**src/rtl/sibd_pkg.sv**
```systemverilog
// Shared types and constants for the shift-in button scanner with debounce.
// No dependencies; the scanner, the button bank and the result interface import this package.
`timescale 1ns / 1ps
`default_nettype none

package sibd_pkg;

    localparam int unsigned BUTTON_COUNT = 16;
    localparam int unsigned CURSOR_W     = (BUTTON_COUNT > 1) ? $clog2(BUTTON_COUNT) : 1;
    localparam int unsigned INDEX_W      = 4;
    localparam int unsigned CFG_W        = 16;
    localparam int unsigned COUNTER_W    = 17;

    localparam logic [CFG_W-1:0]     THRESHOLD_RESET = CFG_W'(50000);
    localparam logic [CFG_W-1:0]     STEP_RESET      = CFG_W'(2000);
    localparam logic [COUNTER_W-1:0] COUNTER_MAX     = {COUNTER_W{1'b1}};

    // configuration register indexes
    typedef enum logic [0:0] {
        CFG_QUIET_THRESHOLD = 1'b0,
        CFG_COUNT_STEP      = 1'b1
    } t_cfg_idx;

    // scan phases, one-hot
    typedef enum logic [3:0] {
        ST_LOAD_LO = 4'b0001,
        ST_LOAD_HI = 4'b0010,
        ST_SAMPLE  = 4'b0100,
        ST_CLK_HI  = 4'b1000
    } t_state;

    typedef struct packed {
        logic                en;
        logic [CURSOR_W-1:0] cursor;
        logic                data;
    } t_bank_req;

    typedef struct packed {
        logic changed;
        logic level;
    } t_bank_rsp;

endpackage

`default_nettype wire

```
**src/rtl/sibd_in_if.sv**
```systemverilog
// Request channel carrying one serial data sample per scan tick.
// Depends on nothing; valid/ready handshake.
`timescale 1ns / 1ps
`default_nettype none

interface sibd_in_if;
    logic valid;
    logic ready;
    logic serial_data;

    modport source (output valid, output serial_data, input ready);
    modport sink   (input valid, input serial_data, output ready);
endinterface

`default_nettype wire

```
**src/rtl/sibd_out_if.sv**
```systemverilog
// Result channel: line levels and the debounced change event of one tick.
// Depends on sibd_pkg for the index width.
`timescale 1ns / 1ps
`default_nettype none

interface sibd_out_if;
    import sibd_pkg::*;

    logic               valid;
    logic               ready;
    logic               load_line;
    logic               clock_line;
    logic               change_valid;
    logic [INDEX_W-1:0] button_index;
    logic               button_level;

    modport source (output valid, output load_line, output clock_line, output change_valid,
                    output button_index, output button_level, input ready);
    modport sink   (input valid, input load_line, input clock_line, input change_valid,
                    input button_index, input button_level, output ready);
endinterface

`default_nettype wire

```
**src/rtl/shift_in_button_scan_debounce.sv**
```systemverilog
// Shift-in button scanner with per-button debounce.
// A result is registered on the clock edge that accepts its request.
// One request per cycle unless a pending result stalls; the result register frees as it is taken.
// Every tick is one phase step; a sample-phase tick touches one button counter, in a single pass.
// Reset (synchronous, active low) sets all state but the result payload registers to defaults.
// Depends on sibd_pkg, sibd_in_if, sibd_out_if, sibd_button_bank.
`timescale 1ns / 1ps
`default_nettype none

module shift_in_button_scan_debounce (
    input  wire logic                          i_clk,
    input  wire logic                          i_rst_n,
    sibd_in_if.sink                            i_in,
    sibd_out_if.source                         o_out,
    input  wire logic                          i_cfg_we,
    input  wire sibd_pkg::t_cfg_idx            i_cfg_idx,
    input  wire logic [sibd_pkg::CFG_W-1:0]    i_cfg_data
);
    import sibd_pkg::*;

    localparam logic [CURSOR_W-1:0] LAST_CURSOR = CURSOR_W'(BUTTON_COUNT - 1);

    t_state              r_state, n_state;
    logic [CURSOR_W-1:0] r_cursor, n_cursor;
    logic                r_load_level, n_load_level;
    logic                r_clock_level, n_clock_level;
    logic [CFG_W-1:0]    r_threshold;
    logic [CFG_W-1:0]    r_step;

    logic                r_out_valid;
    logic                r_out_load;
    logic                r_out_clock;
    logic                r_out_change;
    logic [INDEX_W-1:0]  r_out_index;
    logic                r_out_level;

    logic                accept;
    t_bank_req           bank_req;
    t_bank_rsp           bank_rsp;
    logic [CURSOR_W+INDEX_W-1:0] cursor_ext;

    assign i_in.ready = !r_out_valid || o_out.ready;
    assign accept     = i_in.valid && i_in.ready;

    assign bank_req.en     = accept && (r_state == ST_SAMPLE);
    assign bank_req.cursor = r_cursor;
    assign bank_req.data   = i_in.serial_data;

    sibd_button_bank u_bank (
        .i_clk       (i_clk),
        .i_rst_n     (i_rst_n),
        .i_req       (bank_req),
        .i_threshold (r_threshold),
        .i_step      (r_step),
        .o_rsp       (bank_rsp)
    );

    assign cursor_ext = {{INDEX_W{1'b0}}, r_cursor};

    always_comb begin
        n_state       = r_state;
        n_cursor      = r_cursor;
        n_load_level  = r_load_level;
        n_clock_level = r_clock_level;
        unique case (r_state)
            ST_LOAD_LO: begin
                n_load_level = 1'b0;
                n_state      = ST_LOAD_HI;
            end
            ST_LOAD_HI: begin
                n_load_level = 1'b1;
                n_state      = ST_SAMPLE;
            end
            ST_SAMPLE: begin
                n_clock_level = 1'b0;
                n_state       = ST_CLK_HI;
            end
            ST_CLK_HI: begin
                n_clock_level = 1'b1;
                // wrap to a fresh load after the last button
                if (r_cursor >= LAST_CURSOR) begin
                    n_cursor = '0;
                    n_state  = ST_LOAD_LO;
                end else begin
                    n_cursor = r_cursor + 1'b1;
                    n_state  = ST_SAMPLE;
                end
            end
            default: begin
                n_cursor = '0;
                n_state  = ST_LOAD_LO;
            end
        endcase
    end

    always_ff @(posedge i_clk) begin
        if (!i_rst_n) begin
            r_state       <= ST_LOAD_LO;
            r_cursor      <= '0;
            r_load_level  <= 1'b0;
            r_clock_level <= 1'b0;
            r_out_valid   <= 1'b0;
        end else begin
            if (accept) begin
                r_state       <= n_state;
                r_cursor      <= n_cursor;
                r_load_level  <= n_load_level;
                r_clock_level <= n_clock_level;
                r_out_valid   <= 1'b1;
            end else if (o_out.ready) begin
                r_out_valid   <= 1'b0;
            end
        end
    end

    // result payload: loaded on accept, held otherwise
    always_ff @(posedge i_clk) begin
        if (accept) begin
            r_out_load   <= n_load_level;
            r_out_clock  <= n_clock_level;
            r_out_change <= bank_rsp.changed && bank_req.en;
            r_out_index  <= (bank_rsp.changed && bank_req.en) ? cursor_ext[INDEX_W-1:0] : '0;
            r_out_level  <= bank_rsp.level && bank_req.en;
        end
    end

    always_ff @(posedge i_clk) begin
        if (!i_rst_n) begin
            r_threshold <= THRESHOLD_RESET;
            r_step      <= STEP_RESET;
        end else if (i_cfg_we) begin
            unique case (i_cfg_idx)
                CFG_QUIET_THRESHOLD: r_threshold <= i_cfg_data;
                CFG_COUNT_STEP:      r_step      <= i_cfg_data;
                default:             ;
            endcase
        end
    end

    assign o_out.valid        = r_out_valid;
    assign o_out.load_line    = r_out_load;
    assign o_out.clock_line   = r_out_clock;
    assign o_out.change_valid = r_out_change;
    assign o_out.button_index = r_out_index;
    assign o_out.button_level = r_out_level;

    property p_change_in_sample;
        @(posedge i_clk) disable iff (!i_rst_n)
        r_out_valid && r_out_change |-> !r_out_clock && r_out_load;
    endproperty
    a_change_in_sample: assert property (p_change_in_sample)
        else $error("change event outside the sample phase");

    property p_cursor_idle_in_load;
        @(posedge i_clk) disable iff (!i_rst_n)
        (r_state == ST_LOAD_LO) || (r_state == ST_LOAD_HI) |-> r_cursor == '0;
    endproperty
    a_cursor_idle_in_load: assert property (p_cursor_idle_in_load)
        else $error("cursor moved during load phases");

    property p_no_overwrite;
        @(posedge i_clk) disable iff (!i_rst_n)
        r_out_valid && !o_out.ready |-> !accept;
    endproperty
    a_no_overwrite: assert property (p_no_overwrite)
        else $error("request accepted over a pending result");

    property p_wrap_to_load;
        @(posedge i_clk) disable iff (!i_rst_n)
        accept && (r_state == ST_CLK_HI) && (r_cursor == LAST_CURSOR)
            |=> (r_state == ST_LOAD_LO) && (r_cursor == '0);
    endproperty
    a_wrap_to_load: assert property (p_wrap_to_load)
        else $error("scan did not restart after last button");

endmodule

`default_nettype wire

```
**src/rtl/sibd_button_bank.sv**
```systemverilog
// Per-button quiet counters and debounced levels; handles one button per request.
// Depends on sibd_pkg.
`timescale 1ns / 1ps
`default_nettype none

module sibd_button_bank (
    input  wire logic                        i_clk,
    input  wire logic                        i_rst_n,
    input  wire sibd_pkg::t_bank_req         i_req,
    input  wire logic [sibd_pkg::CFG_W-1:0]  i_threshold,
    input  wire logic [sibd_pkg::CFG_W-1:0]  i_step,
    output sibd_pkg::t_bank_rsp              o_rsp
);
    import sibd_pkg::*;

    logic [COUNTER_W-1:0] r_counter [BUTTON_COUNT];
    logic [BUTTON_COUNT-1:0] r_level;

    logic [CURSOR_W-1:0]  sel;
    logic [COUNTER_W-1:0] cur_count;
    logic                 cur_level;
    logic                 quiet;
    logic [COUNTER_W:0]   sum;
    logic [COUNTER_W-1:0] n_count;
    logic                 n_level;

    // an out-of-range cursor falls back to button 0
    assign sel = (32'(i_req.cursor) < BUTTON_COUNT) ? i_req.cursor : '0;

    assign cur_count = r_counter[sel];
    assign cur_level = r_level[sel];
    assign quiet     = cur_count > COUNTER_W'(i_threshold);
    assign sum       = (COUNTER_W+1)'(cur_count) + (COUNTER_W+1)'(i_step);

    always_comb begin
        n_count = cur_count;
        n_level = cur_level;
        o_rsp   = '0;
        if (quiet) begin
            if (i_req.data != cur_level) begin
                n_level       = i_req.data;
                n_count       = '0;
                o_rsp.changed = 1'b1;
                o_rsp.level   = i_req.data;
            end
        end else begin
            n_count = sum[COUNTER_W] ? COUNTER_MAX : sum[COUNTER_W-1:0];
        end
    end

    always_ff @(posedge i_clk) begin
        if (!i_rst_n) begin
            for (int i = 0; i < BUTTON_COUNT; i++) begin
                r_counter[i] <= '0;
            end
            r_level <= '0;
        end else if (i_req.en) begin
            r_counter[sel] <= n_count;
            r_level[sel]   <= n_level;
        end
    end

    property p_change_needs_quiet;
        @(posedge i_clk) disable iff (!i_rst_n)
        i_req.en && o_rsp.changed |=> r_counter[$past(sel)] == '0;
    endproperty
    a_change_needs_quiet: assert property (p_change_needs_quiet)
        else $error("changed button did not clear its counter");

    property p_level_follows_change;
        @(posedge i_clk) disable iff (!i_rst_n)
        i_req.en && o_rsp.changed |=> r_level[$past(sel)] == $past(i_req.data);
    endproperty
    a_level_follows_change: assert property (p_level_follows_change)
        else $error("stable level not updated on change");

    property p_no_change_when_counting;
        @(posedge i_clk) disable iff (!i_rst_n)
        !quiet |-> !o_rsp.changed;
    endproperty
    a_no_change_when_counting: assert property (p_no_change_when_counting)
        else $error("change reported before quiet time");

endmodule

`default_nettype wire
```
**src/flat_wrapper.sv**
```systemverilog
// flat-port wrapper written by rule: the top's interface ports become plain ports
module shift_in_button_scan_debounce_flat import sibd_pkg::*;
  (i_clk, i_rst_n, i_cfg_we, i_cfg_idx, i_cfg_data, i_in_valid, i_in_serial_data, i_in_ready, o_out_valid, o_out_load_line, o_out_clock_line, o_out_change_valid, o_out_button_index, o_out_button_level, o_out_ready);
  sibd_in_if i_in_i ();
  sibd_out_if o_out_i ();
  input  wire logic i_clk;
  input  wire logic i_rst_n;
  input  wire logic i_cfg_we;
  input  wire sibd_pkg::t_cfg_idx i_cfg_idx;
  input  wire logic [sibd_pkg::CFG_W-1:0] i_cfg_data;
  input wire logic [$bits(i_in_i.valid)-1:0] i_in_valid;
  input wire logic [$bits(i_in_i.serial_data)-1:0] i_in_serial_data;
  output wire logic [$bits(i_in_i.ready)-1:0] i_in_ready;
  output wire logic [$bits(o_out_i.valid)-1:0] o_out_valid;
  output wire logic [$bits(o_out_i.load_line)-1:0] o_out_load_line;
  output wire logic [$bits(o_out_i.clock_line)-1:0] o_out_clock_line;
  output wire logic [$bits(o_out_i.change_valid)-1:0] o_out_change_valid;
  output wire logic [$bits(o_out_i.button_index)-1:0] o_out_button_index;
  output wire logic [$bits(o_out_i.button_level)-1:0] o_out_button_level;
  input wire logic [$bits(o_out_i.ready)-1:0] o_out_ready;
  assign i_in_i.valid = i_in_valid;
  assign i_in_i.serial_data = i_in_serial_data;
  assign i_in_ready = i_in_i.ready;
  assign o_out_valid = o_out_i.valid;
  assign o_out_load_line = o_out_i.load_line;
  assign o_out_clock_line = o_out_i.clock_line;
  assign o_out_change_valid = o_out_i.change_valid;
  assign o_out_button_index = o_out_i.button_index;
  assign o_out_button_level = o_out_i.button_level;
  assign o_out_i.ready = o_out_ready;
  shift_in_button_scan_debounce u_core (.i_clk(i_clk), .i_rst_n(i_rst_n), .i_in(i_in_i), .o_out(o_out_i), .i_cfg_we(i_cfg_we), .i_cfg_idx(i_cfg_idx), .i_cfg_data(i_cfg_data));
endmodule
```
**config.mk**
```make
export PLATFORM = sky130hd
export DESIGN_NAME = shift_in_button_scan_debounce_flat
export DESIGN_NICKNAME = d
export VERILOG_FILES = /design/src/rtl/sibd_pkg.sv /design/src/rtl/sibd_in_if.sv /design/src/rtl/sibd_out_if.sv /design/src/rtl/shift_in_button_scan_debounce.sv /design/src/rtl/sibd_button_bank.sv /design/src/flat_wrapper.sv
export SDC_FILE = /design/constraint.sdc
export NUM_CORES = 1
export LEC_CHECK = 0
export BUFFER_PORTS_ARGS = -buffer_cell sky130_fd_sc_hd__buf_2
export CAP_MARGIN = 20
export CORE_MARGIN = 4
export CORE_UTILIZATION = 45
export CTS_CLUSTER_DIAMETER = 60
export DETAILED_ROUTE_END_ITERATION = 10
export PLACE_DENSITY = 0.63
export SLEW_MARGIN = 20
export SYNTH_ARGS = -nofsm -noshare
export SYNTH_HDL_FRONTEND = slang
export SYNTH_SLANG_ARGS = --single-unit
```
**constraint.sdc**
```tcl
create_clock -name i_clk -period 12.95 [get_ports i_clk]
set_clock_uncertainty 0.1 [all_clocks]
set_input_delay 1.295 -clock i_clk [delete_from_list [all_inputs] [get_ports i_clk]]
set_output_delay 1.295 -clock i_clk [all_outputs]
set_load 0.1 [all_outputs]
```
==> Word level (Yosys, flattened, before mapping) <==
Memory sizes are Yosys's and may differ from the RTL's. A register that Yosys moved wholly into a read port is not among the register bits.
Index checks and enable logic that the tools add are counted.
{ "op_classes": {"addsub": 2, "n_mul": 0, "div": 0, "order_cmp": 4, "n_eq_ne": 5, "n_shift": 0, "mux": 29, "bitwise": 2, "reduce_logical": 13} }
{ "ops": {"columns": ["operator", "count"], "rows": [
  ["two-way mux 17 bit", 4],
  ["adder 17 x 16 -> 18 bit", 1],
  ["> comparator 17 x 16 -> 1 bit", 1],
  ["OR reduction 17 bit", 1],
  ["bitwise mux 16 bit", 1],
  ["two-way mux 4 bit", 4],
  ["case mux 4 bit (4 select lines)", 1],
  ["two-way mux 1 bit", 11],
  ["case mux 4 bit (2 select lines)", 1],
  ["AND reduction 2 bit", 3],
  ["logical AND 1 bit", 5],
  ["< comparator 4 x 5 -> 1 bit, second input constant", 1],
  ["adder 4 x 1 -> 4 bit, second input constant", 1],
  ["binary-select mux 1 bit (select 4 bit)", 1],
  ["demux 1 bit (select 4 bit)", 1],
  ["equality test 4 x 1 -> 1 bit, second input constant", 1],
  ["equality test 4 x 2 -> 1 bit, second input constant", 1],
  ["equality test 4 x 3 -> 1 bit, second input constant", 1],
  ["equality test 4 bit, second input constant", 1],
  [">= comparator 4 x 1 -> 1 bit, second input constant", 1],
  [">= comparator 4 bit, second input constant", 1],
  ["two-way mux 2 bit", 2],
  ["case mux 1 bit (2 select lines)", 2],
  ["two-way mux 3 bit", 1],
  ["6 further kinds", 7]
]} }
{ "word_totals": {"register_bits": 67, "latch_bits": 0, "mem_bits_rw": 272, "romBits": 0, "in_bits": 23, "out_inout_bits": 10, "word_cells": 69, "memories": 1} }
{ "mem_list": {"columns": ["name", "words", "word_bits", "rd", "rd_clocked_by_memory_dff", "write_ports", "line", "source"], "rows": [
  ["u_core.u_bank.r_counter", 16, 17, 1, 1, 16, "sibd_button_bank.sv:16", "logic [COUNTER_W-1:0] r_counter [BUTTON_COUNT];"]
]} }

==> Longest topological paths before layout <==
Gate-level depths: netlist of the first run.
{ "depth": {"word_depth": 9, "mapped_depth": 15, "mapped_depth_nobuf": 12} }

==> Cells and area by module <==
From an unflattened synthesis of the first run, not the netlist that was laid out.
{ "hier_totals": {"cells_unflattened": 1248, "area_unflattened_um2": 15850.2} }
{ "by_module_without_submodules": {"columns": ["module", "n_inst", "cells_each", "area_per_inst_um2", "seq_area_each_um2"], "rows": [
  ["sibd_button_bank", 1, 1006, 13809.5, 8488.1],
  ["shift_in_button_scan_debounce", 1, 242, 2040.7, 1101.1]
]} }

==> Least setup slack after synthesis of the first run <==
No wires, ideal clock.
{ "synth_timing": {"path_kind": "register -> register", "startpoint": "register with a tool-made name", "endpoint": "memory u_core.u_bank.r_counter[10][0] (data pin)", "setup_ps": 262, "arrival_time_ps": 4263, "required_time_ps": 12588, "slack_ps": 8325, "stages_incl_launch_ff": 15, "path_buffers": 5, "period_less_slack_ps": 4625, "path_cell_list": "dfxtp_1 -> buf_2 -> buf_6 -> buf_2 -> mux4_2 -> mux4_2 -> ha_1 -> nand3_1 -> or4_1 -> o32a_1 -> a21oi_4 -> buf_6 -> mux2i_2 -> buf_2 -> nor2_1"} }
{ "synth_rtl": {"columns": ["item", "line"], "rows": [
  ["to (decl)", "sibd_button_bank.sv:16"]
]} }

==> results.yml, run 1 <==
status:
  status: "complete, no violations"
clocking:
  htreeDepth: 2
  cts_tree: "built"
  clock_sinks: 343
  clockBufferDepth: 3
  holdBufCountCts: 0
  root_buffer: "clkbuf_16"
  worstSkewPairLatency_ns: 0.53
  post_cts_buffers: 0
  clk_pin_slew_ns: 0.06
  cts_resized: 0
  cts_made_buffers: 38
layout:
  post-route-util: 0.508
  insertedDiodeCount: 0
  drive_above_1_share: 0.176
  layout.nets: 1314
  areaGrowthSynthToFinish_pct: 10.3
  final-seq-area_sq_um: 9670
  fillers: 2964
  multiInputGateArea_sq_um: 5860
synthesis:
  avgSynthCellArea_sq_um: 12.8
  seq_area_frac_synth: 0.602
  ys_warn_count: 0
  synth.most_common_cell: "nor2_1"
  ys_ff_latch: 343
  synth-edff-count: 280
  synthTopCellsByCount: "284 x nor2_1, 280 x edfxtp_1, 129 x nand2_1, 90 x mux4_2, 63 x dfxtp_1"
  syn_nets: 1314
  yosysUniqueCellTypes: 59
  async_flop_share: 0
  yosysTopAreaCell: "edfxtp_1"
  netlist_area_sq_um: 16100
  netlist_top_cells_area: "edfxtp_1 52%, mux4_2 13%, dfxtp_1 7.9%, nor2_1 6.6%, nand2_1 3.0%"
  synth_ff_type: "edfxtp_1"
  synth_top_area_share: 0.524
  syn_inst: 1253
power:
  ir_drop_uv: 107
  p_leak_nw: 6.23
  combPwrFrac: 0.082
  seqPwrFrac: 0.497
  power_density_nw_per_um2: 141
  clockPowerShare: 0.420
  p_int_mw: 1.91
  p_sw_uw: 596
  switching_share: 0.238
timing:
  final_hold_viol_count: 0
  relSlewSlack: 0.207
  hold_ws_ns: 0.371
  finalSetupTns_ns: 0
  worst_pin_slew_ns: 1.19
  fin_crit_ns: 6.24
  fmax_ghz: 0.160
  rsz0062_at_grt: "no"
  period_share: 0.482
  slew_violations: 0
  setup_viol: 0
routing:
  drtIter0Drc: 969
  vias: 10281
  drc: 0
  first_pass_iters: 5
  wl_mm: 41.5
  drtAntennaViolNets: 0
  wire_per_inst_um: 23.9
  vias_per_cell: 5.92
floorplan:
  row_count: 68
  start_util: 0.460
  die_h_um: 197
  core-area_sq_um: 34900
  die_area_sq_um: 38800
  die_w_um: 197
  io_pins: 33
worst_setup_path:
  r2r_end: "u_core.u_bank.r_counter[11][0]"
  cp.arrival_ns: 6.37
  cp.required_ns: 13.09
  crit_path_start_kind: "flop"
  rr_worst_depth: 11
  r2r_slack_ns: 6.71
  endpoint_kind: "flop"
  cp_max_fo: 43
  critical_path_class: "reg2reg"
worst_hold_path:
  min_path_type: "reg2reg"
  hold_start: "u_core.r_threshold[1]"
  hold_depth: 2
  holdPathEnd: "u_core.r_threshold[1]"
grt:
  antenna_found_initial: 1
  grt_max_degree: 92
  grt_pass1_vias: 10120
  grt_pass1_wl_mm: 63.0
  track_usage: 0.214
  grt_overflow_total: 0
placed_design:
  io_buffers: 32
  place.gp.congestion: 0.849
  post-dp-hpwl_mm: 25.0
flow_run:
  cap_violations: 0
## worst max path at each step
stage,startpoint,to,slack (ns),cells after the start
final,flop,u_core.u_bank.r_counter[11][0],6.71,11
after global routing,flop,u_core.u_bank.r_counter[3][0],6.32,11
after CTS,flop,u_core.u_bank.r_level[2],6.47,11
after detailed placement,flop,u_core.u_bank.r_level[2],6.48,11
after global placement,flop,u_core.u_bank.r_level[1],6.64,11
after floorplan,flop,u_core.u_bank.r_counter[10][0],8.33,14
## metal layers
layer | GRT usage | vias up | wire [um]
met3 | 0.0439 | 64 | 3770
met4 | 0.0534 | 0 | 861
met2 | 0.345 | 474 | 19500
met5 | 0 | - | 0
met1 | 0.301 | 5176 | 17300
li1 | - | 4567 | -
## flip-flops by register name, summed over array words and instances (netlist names), named ones only
name / cells
u_core.o_out.change_valid: 1
u_core.o_out.load_line: 1
u_core.r_load_level: 1
u_core.r_clock_level: 1
u_core.u_bank.r_counter: 272
u_core.o_out.button_level: 1
u_core.r_cursor: 4
u_core.u_bank.r_level: 16
u_core.o_out.button_index: 4
u_core.r_threshold: 16
u_core.r_step: 16
u_core.o_out.valid: 1
u_core.o_out.clock_line: 1
u_core.r_state: 4
## power by group through the flow
stage	clock network (mW)	registers [mW]	logic, mW
floorplan	0	1.27	0.145
global placement	0	1.27	0.201
detailed placement	0	1.27	0.204
CTS	1.06	1.25	0.205
global route	1.11	1.25	0.223
finish	1.05	1.25	0.206
## layout make-up
class                      instances  share of cell area
clock buffer                      51              0.0599
multi-input combinational        790               0.331
sequential                       343               0.546
tap                              455              0.0321
inverter                          32             0.00678
clock inverter                    17             0.00820
timing repair buffer              48              0.0160
## cell usage in the layout (no fill, tap or decap), types with 6 or more instances in the layout
cell type / instances
nor2_1: 284
edfxtp_1: 280
nand2_1: 127
mux4_2: 90
dfxtp_1: 61
nand3_1: 43
clkbuf_16: 39
ha_1: 37
inv_1: 32
buf_2: 32
o21ai_0: 30
a21oi_1: 25
a21boi_0: 24
buf_4: 15
mux2_4: 10
and2_1: 9
o211ai_1: 8
clkbuf_1: 8
nand2b_1: 7
o21a_1: 7
nor2b_1: 7
nor3_1: 6
a21o_1: 6
xor2_1: 6
## critical path, cell delays in order (launching register included)
cell,delay (ns)
dfxtp_4,0.72
buf_4,0.82
mux4_2,0.60
mux4_2,0.53
ha_1,0.31
nand3_1,0.09
or4_1,0.57
o32a_1,0.40
a21oi_4,0.50
buf_4,0.37
mux2i_2,0.74
nor2_1,0.12
## stage by stage
stage               power, mW  setup slack, ns  cells  area, sq um
finish                   2.50             6.71   1736        17700
global route             2.58             6.32   1736        17700
CTS                      2.51             6.47   1735        17700
detailed placement       1.47             6.48   1667        16500
global placement         1.47             6.64   1667        16500
floorplan                1.42             8.33   1253        16100
## kinds of logic (layout without fill, tap and decap cells)
group,count (synthesis),count (layout),share of synthesized area
simple gates,506,506,0.130
flops,343,343,0.602
compound gates,129,129,0.0541
buf+inv,120,148,0.0348
mux,107,107,0.143
fa+ha+maj,38,38,0.0301
xor+xnor,10,10,0.00545
Power figures use the tool's default switching activity.
==> inputs of run 2 (changes only) <==
PLACE_DENSITY = 0.66   (was 0.63)
clock period = 5.65 ns   (was 12.95 ns; I/O delays follow)
==> results.yml, run 2 (synthesized netlist as in run 1, its figures left out) <==
status:
  status: "complete, no violations"
worst_hold_path:
  hold_depth: 3
  min_path_type: "in2reg"
timing:
  slew_violations: 0
  relSlewSlack: 0.188
  worst_pin_slew_ns: 1.22
  fmax_ghz: 0.211
  hold_ws_ns: 0.169
  final_hold_viol_count: 0
  finalSetupTns_ns: 0
  setup_viol: 0
  rsz0062_at_grt: "no"
  fin_crit_ns: 4.75
  period_share: 0.840
clocking:
  worstSkewPairLatency_ns: 0.53
  root_buffer: "clkbuf_16"
  clock_sinks: 343
  clockBufferDepth: 3
  post_cts_buffers: 0
  holdBufCountCts: 0
  htreeDepth: 2
  cts_made_buffers: 37
  cts_tree: "built"
  clk_pin_slew_ns: 0.06
  cts_resized: 0
routing:
  wire_per_inst_um: 23.7
  vias_per_cell: 5.92
  drc: 0
  first_pass_iters: 7
  drtAntennaViolNets: 0
  wl_mm: 41.3
  drtIter0Drc: 1087
  vias: 10320
floorplan:
  die_w_um: 197
  row_count: 68
  core-area_sq_um: 34900
  io_pins: 33
  start_util: 0.460
  die_area_sq_um: 38800
  die_h_um: 197
power:
  power_density_nw_per_um2: 317
  p_int_mw: 4.30
  combPwrFrac: 0.084
  switching_share: 0.238
  p_leak_nw: 6.26
  clockPowerShare: 0.410
  ir_drop_uv: 270
  p_sw_mw: 1.34
  seqPwrFrac: 0.506
worst_setup_path:
  cp_max_fo: 22
  r2r_slack_ns: 0.90
  crit_path_start_kind: "flop"
  cp.arrival_ns: 4.88
  rr_worst_depth: 11
  cp.required_ns: 5.78
  endpoint_kind: "flop"
  critical_path_class: "reg2reg"
grt:
  grt_max_degree: 58
  antenna_found_initial: 0
  grt_overflow_total: 0
  grt_pass1_wl_mm: 62.9
  grt_pass1_vias: 10285
  track_usage: 0.213
placed_design:
  io_buffers: 32
  place.gp.congestion: 0.854
  post-dp-hpwl_mm: 25.8
  place_area_sq_um: 16600
flow_run:
  cap_violations: 0
layout:
  largest_register_ffs: 272
  fillers: 2966
  regMostFlops: "u_core.u_bank.r_counter"
  layout.nets: 1321
  final_cell_area_sq_um: 17800
  final_cell_mix: "284 x nor2_1, 280 x edfxtp_1, 126 x nand2_1"
  insertedDiodeCount: 0
  drive_above_1_share: 0.175
  areaGrowthSynthToFinish_pct: 10.7
  layout_commonest_cell: "nor2_1"
[run 2: stage by stage]
stage               utilization  setup slack [ns]  instances  power, mW
CTS                       0.509             0.913       1743       5.68
finish                    0.509             0.904       1743       5.64
floorplan                     -              1.03       1253       3.25
global placement          0.476             0.978       1675       3.37
global route              0.509             0.749       1743       5.81
detailed placement        0.476             0.933       1676       3.38
[run 2: metal layers]
layer | track usage | vias to the layer above | part of all wire | routed length [um]
met5 | 0 | - | 0 | 0
met1 | 0.301 | 5205 | 0.41 | 16800
met3 | 0.0292 | 75 | 0.083 | 3410
li1 | - | 4566 | - | -
met2 | 0.351 | 474 | 0.48 | 20000
met4 | 0.0575 | 0 | 0.025 | 1030
[run 2: worst max-delay path: stages (launching register included)]
cell and delay (ns):
dfxtp_2 0.58, buf_4 0.31, mux4_2 0.34, mux4_2 0.56, ha_1 0.32, nand3_1 0.14, or4_1 0.62, o32a_1 0.41
a21oi_4 0.15, buf_12 0.22, mux2i_4 0.56, nor2_1 0.10
[run 2: final timing paths]
path                                    to              startpoint
max          u_core.u_bank.r_counter[5][7]                    flop
min                       u_core.r_step[4]           i_cfg_data[4]
max reg2reg  u_core.u_bank.r_counter[5][7]                    flop
min reg2reg         u_core.r_threshold[10]  u_core.r_threshold[10]
[run 2: area by class of cell]
cell class | count | area, sq um | area share
clock inverter | 19 | 155 | 0.00873
clock buffer | 48 | 988 | 0.0556
multi-input combinational | 790 | 5850 | 0.329
sequential | 343 | 9670 | 0.544
timing repair buffer | 56 | 410 | 0.0231
tap | 455 | 569 | 0.0320
inverter | 32 | 120 | 0.00676
[run 2: power groups by stage]
| stage | Clock, mW | Sequential [mW] | Combinational (mW) |
|---|---|---|---|
| after floorplan | 0 | 2.91 | 0.332 |
| after global placement | 0 | 2.90 | 0.463 |
| after detailed placement | 0 | 2.91 | 0.469 |
| after CTS | 2.35 | 2.86 | 0.472 |
| after global routing | 2.43 | 2.86 | 0.513 |
| final | 2.31 | 2.86 | 0.473 |
